--- config.mk ---
export PLATFORM = sky130hd
export DESIGN_NAME = isl_cell
export DESIGN_NICKNAME = d
export VERILOG_FILES = /design/src/rtl/isl_pkg.sv /design/src/rtl/isl_cell.sv
export SDC_FILE = /design/constraint.sdc
export NUM_CORES = 1
export LEC_CHECK = 0
export BUFFER_PORTS_ARGS = -buffer_cell sky130_fd_sc_hd__buf_2
export CAP_MARGIN = 30
export CORE_AREA = 4 4 131 133
export CTS_BUF_LIST = sky130_fd_sc_hd__clkbuf_4 sky130_fd_sc_hd__clkbuf_8
export DETAILED_ROUTE_END_ITERATION = 7
export DIE_AREA = 0 0 135 137
export GPL_TIMING_DRIVEN = 0
export PLACE_DENSITY = 0.63
export SLEW_MARGIN = 20
export SYNTH_ARGS = -nofsm -noshare
export SYNTH_HDL_FRONTEND = slang
export SYNTH_SLANG_ARGS = --single-unit
--- constraint.sdc ---
create_clock -name clk_i -period 5.1 [get_ports clk_i]
set_input_delay 1.02 -clock clk_i [delete_from_list [all_inputs] [get_ports clk_i]]
set_output_delay 1.02 -clock clk_i [all_outputs]
set_load 0.02 [all_outputs]
--- src/rtl/isl_pkg.sv ---
`timescale 1ns / 1ps
package isl_pkg;

  localparam int unsigned DepthDefault    = 256;
  localparam int unsigned PartWidthDefault = 32;
  localparam int unsigned CapacityReset   = 256;

  localparam int unsigned KIND_W = 3;
  localparam int unsigned STAT_W = 2;

  localparam logic [KIND_W-1:0] KIND_INSERT    = 3'd0;
  localparam logic [KIND_W-1:0] KIND_APPEND    = 3'd1;
  localparam logic [KIND_W-1:0] KIND_REMOVE    = 3'd2;
  localparam logic [KIND_W-1:0] KIND_READ      = 3'd3;
  localparam logic [KIND_W-1:0] KIND_OVERWRITE = 3'd4;
  localparam logic [KIND_W-1:0] KIND_COMPARE   = 3'd5;
  localparam logic [KIND_W-1:0] KIND_CLEAR     = 3'd6;

  localparam logic [STAT_W-1:0] STAT_DONE = 2'd0;
  localparam logic [STAT_W-1:0] STAT_OOR  = 2'd1;
  localparam logic [STAT_W-1:0] STAT_FULL = 2'd2;

  // broadcast to every cell in the execute cycle
  typedef struct packed {
    logic ins;  // open a gap at the target and load the new word there
    logic rem;  // close the gap at the target
    logic wr;   // load the new word at the target only
  } cell_ctrl_t;

endpackage

--- src/rtl/isl_cell.sv ---
`timescale 1ns / 1ps
module isl_cell import isl_pkg::*; #(
  parameter int unsigned DEPTH      = DepthDefault,
  parameter int unsigned PART_WIDTH = PartWidthDefault,
  parameter int unsigned IDX        = 0
) (
  input  logic                          clk_i,
  input  cell_ctrl_t                    ctrl_i,
  input  logic [$clog2(DEPTH+1)-1:0]    tgt_i,
  input  logic [$clog2(DEPTH+1)-1:0]    used_i,
  input  logic [2*PART_WIDTH-1:0]       new_i,
  input  logic [2*PART_WIDTH-1:0]       left_i,
  input  logic [2*PART_WIDTH-1:0]       right_i,
  output logic [2*PART_WIDTH-1:0]       data_o,
  output logic [2*PART_WIDTH-1:0]       hit_data_o
);

  localparam int unsigned CNT_W = $clog2(DEPTH + 1);
  localparam logic [CNT_W:0] MyIdx = (CNT_W + 1)'(IDX);

  logic [2*PART_WIDTH-1:0] data_q, data_d;
  logic [CNT_W:0]          tgt_x, used_x;
  logic                    at_tgt;

  assign tgt_x  = {1'b0, tgt_i};
  assign used_x = {1'b0, used_i};
  assign at_tgt = (MyIdx == tgt_x);

  always_comb begin
    data_d = data_q;
    if (ctrl_i.ins) begin
      if (at_tgt) begin
        data_d = new_i;
      end else if ((MyIdx > tgt_x) && (MyIdx <= used_x)) begin
        data_d = left_i;
      end
    end else if (ctrl_i.rem) begin
      if ((MyIdx >= tgt_x) && ((MyIdx + 1'b1) < used_x)) begin
        data_d = right_i;
      end
    end else if (ctrl_i.wr && at_tgt) begin
      data_d = new_i;
    end
  end

  always_ff @(posedge clk_i) begin
    data_q <= data_d;
  end

  assign data_o     = data_q;
  assign hit_data_o = at_tgt ? data_q : '0;

endmodule

==> flow_summary.json <==
{
  "status": "finished clean",
  "overflow": 0,
  "rsz_0062_raised_after_global_routing": "false",
  "global_placement_routability_congestion": 0.9144,
  "power.density_cell_area_nw_per_um2": 177.0,
  "switching_share_pct": 29.68,
  "yosys_warnings": 0,
  "antenna_found_initial": 0,
  "clk_transition_reported_paths_ps": 80,
  "slowest_delay_ps": 570,
  "cts_buffer_depth": 2,
  "n_antenna_cell": 0,
  "drive_above_1_share_pct": 43.83,
  "placement.cell_area_um2": 7005,
  "min_to": "data_o[43]$_DFFE_PP_",
  "holdCritPathClass": "primary input to flip-flop",
  "grt_pass1_wl_um": 33380,
  "route.detailed.vias_per_inst": 5.431,
  "detailed_place_hpwl_um": 17370,
  "irDropWorstVdd_mv": 0.08492,
  "path_buf_inv": 4,
  "max-cap-violations": 0,
  "slew_headroom_pct": 37.71,
  "port_buffers": 339,
  "yosys_register_bits": 64,
  "worst-path-max-fanout": 10,
  "largest_register_ffs": 64,
  "pin_count_of_the_biggest_net_entering_global_routing": 34,
  "worst_hold_path.num_cells": 3,
  "nets": 1101,
  "comb_power_share_pct": 22.5,
  "setup.worst_path.start_class": "primary input",
  "tritoncts": "built",
  "total_non_filler_cell_area_in_the_finished_layout_um2": 7176,
  "syn_area_um2": 5000,
  "tightestPinTransition_ps": 927.3,
  "timing_hold_violations_final": 0,
  "worstSetupPathDepth": 7,
  "area_growth_pct": 43.52,
  "numClockSinks": 64,
  "drv_slew": 0,
  "cts.hold.buffers_added": 0,
  "worstHoldStart": "right_i[43]",
  "placementRows": 46,
  "layout_min_cycle_time_ps": 3697,
  "buffer_cell_driving_the_clock_tree_root": "clkbuf_8",
  "setup_slack_ps": 1403,
  "timing.critical_path.cells": "buf_2, or4_4, nor3_2, buf_4, buf_6, and2_1, buf_2",
  "path_common_cell": "buf_2",
  "seq_power_share_pct": 46.1,
  "ant_nets": 0,
  "critPathCaptureType": "output port",
  "crit_arrival_ps": 2680,
  "critical_path.slowest_cell": "or4_4",
  "finalSetupViolations": 0,
  "cts_setup_buffers": 0,
  "htree_num_levels": 3,
  "start_util_pct": 31.59,
  "gr-usage-all-layers_pct": 23.38,
  "die_height_um": 137,
  "synth_cells": 534,
  "vias": 6017,
  "io-pin-count": 342,
  "sequential_fraction_of_the_synthesis_area_pct": 38.44,
  "drt_pass_1_iters": 5,
  "power.net_switching_w": 0.0003769,
  "path_delay_family": "simple AND/OR/NAND/NOR gates",
  "synthesis.nets": 748,
  "fmax_mhz": 270.5,
  "timing.final.crit_share_pct": 72.49,
  "detailedPlace.worstSlack_ps": 1402,
  "synth.distinct_cells": 23,
  "wl_per_cell_um": 20.55,
  "die_area_um2": 18500,
  "critPathKind": "primary input to output port",
  "tritoncts.num_buffers": 9,
  "remaining_drc_errors": 0,
  "fp.dieW_um": 135,
  "totalWireLength_um": 22760,
  "first_global_vias": 5976,
  "core-area_um2": 15830,
  "post_cts_resize_count": 0,
  "critical_path_required_ps": 4080,
  "total_leakage_power_nw": 2.940,
  "first_iter_violations": 393,
  "cell_internal_power_w": 0.0008931,
  "synthesis.area_per_instance_um2": 9.363,
  "power_share_of_the_clock_group_pct": 31.4
}
worst min-delay path: cells and delay by family:
family	cells	cell delay, ps
buffers and inverters	1	80
AO/OA/AOI/OAI	2	180
worst max-delay path by stage:
stage / endpoint / startpoint
4_1_cts: hit_data_o[29] / tgt_i[4]
5_1_grt: hit_data_o[50] / tgt_i[4]
6_report: hit_data_o[29] / tgt_i[4]
3_3_place_gp: data_o[29]$_DFFE_PP_ / tgt_i[4]
2_1_floorplan: data_o[0]$_DFFE_PP_ / tgt_i[4]
3_5_place_dp: hit_data_o[29] / tgt_i[4]
cells by family after synthesis:
family	count (synthesis)	synth area share [%]
and+or+nand+nor	203	25.88
AOI/OAI and AO/OA	193	27.43
buffers and inverters	74	8.258
DFF	64	38.44
metrics by stage:
| step | cells | utilization [%] | power [W] | hold slack, ps | setup TNS (ps) |
|---|---|---|---|---|---|
| 6_report | 1108 | 45.34 | 0.001270 | 1050 | 0 |
| 2_1_floorplan | 534 | - | 0.0007379 | 1297 | 0 |
| 3_3_place_gp | 1089 | 44.02 | 0.0008783 | 1403 | -6193 |
| 4_1_cts | 1107 | 45.29 | 0.001283 | 1024 | 0 |
| 5_1_grt | 1108 | 45.34 | 0.001334 | 1038 | 0 |
| 3_5_place_dp | 1091 | 44.26 | 0.0008804 | 1402 | 0 |
final cells by class:
type                       count  area [µm²]
timing repair buffer         342        1732
clock buffer                  11       138.9
buffer                        74       412.9
multi-input combinational    396        2676
sequential                    64        1922
tap                          216       270.3
clock inverter                 5       23.77
fill                        1638        8652
cells in the final DEF, fill, tap and decap left out:
| cell | count |
|---|---|
| or4_4 | 1 |
| nor4_1 | 1 |
| or2_2 | 1 |
| buf_4 | 3 |
| edfxtp_1 | 64 |
| nor4_4 | 1 |
| clkinv_2 | 4 |
| buf_12 | 1 |
| a31oi_1 | 64 |
| o31ai_1 | 64 |
| clkbuf_1 | 42 |
| buf_1 | 4 |
| nand4_1 | 64 |
| nor3_2 | 2 |
| buf_2 | 354 |
| and2_1 | 64 |
| nand3_1 | 1 |
| a211oi_1 | 64 |
| buf_6 | 6 |
| o311a_4 | 1 |
| nor2_1 | 2 |
| or3_1 | 1 |
| nor4b_1 | 1 |
| clkbuf_8 | 9 |
| buf_8 | 6 |
| clkbuf_4 | 2 |
| clkinv_1 | 1 |
| nor2b_1 | 64 |
layer usage:
metal / vias up / GRT usage [%] / wire length, µm
li1: 2848 / - / -
met1: 2802 / 30.04 / 9386
met2: 332 / 39.13 / 10920
met3: 35 / 4.926 / 1959
met4: 0 / 8.175 / 500
met5: - / 0 / 0
cells in the mapped netlist (all sizes together):
master	number	area (µm²)
clkbuf	42	157.7
nor4b	1	8.760
nor2	2	7.510
nor4	2	27.53
o311a	1	10.01
buf	32	255.2
nor2b	64	400.4
or2	1	6.260
and2	64	400.4
a211oi	64	480.5
a31oi	64	400.4
edfxtp	64	1922
or4	1	11.26
nor3	2	20.02
nand4	64	400.4
o31ai	64	480.5
nand3	1	5.000
or3	1	6.260
power groups by stage:
stage,sequential (W),clock (W),combinational (W)
floorplan,0.000598,0,0.000139
global placement,0.000597,0,0.000281
detailed placement,0.000597,0,0.000283
CTS,0.000585,0.000414,0.000284
global route,0.000585,0.000435,0.000314
finish,0.000585,0.000399,0.000286
No activity file was read; power rests on OpenSTA's default activity.
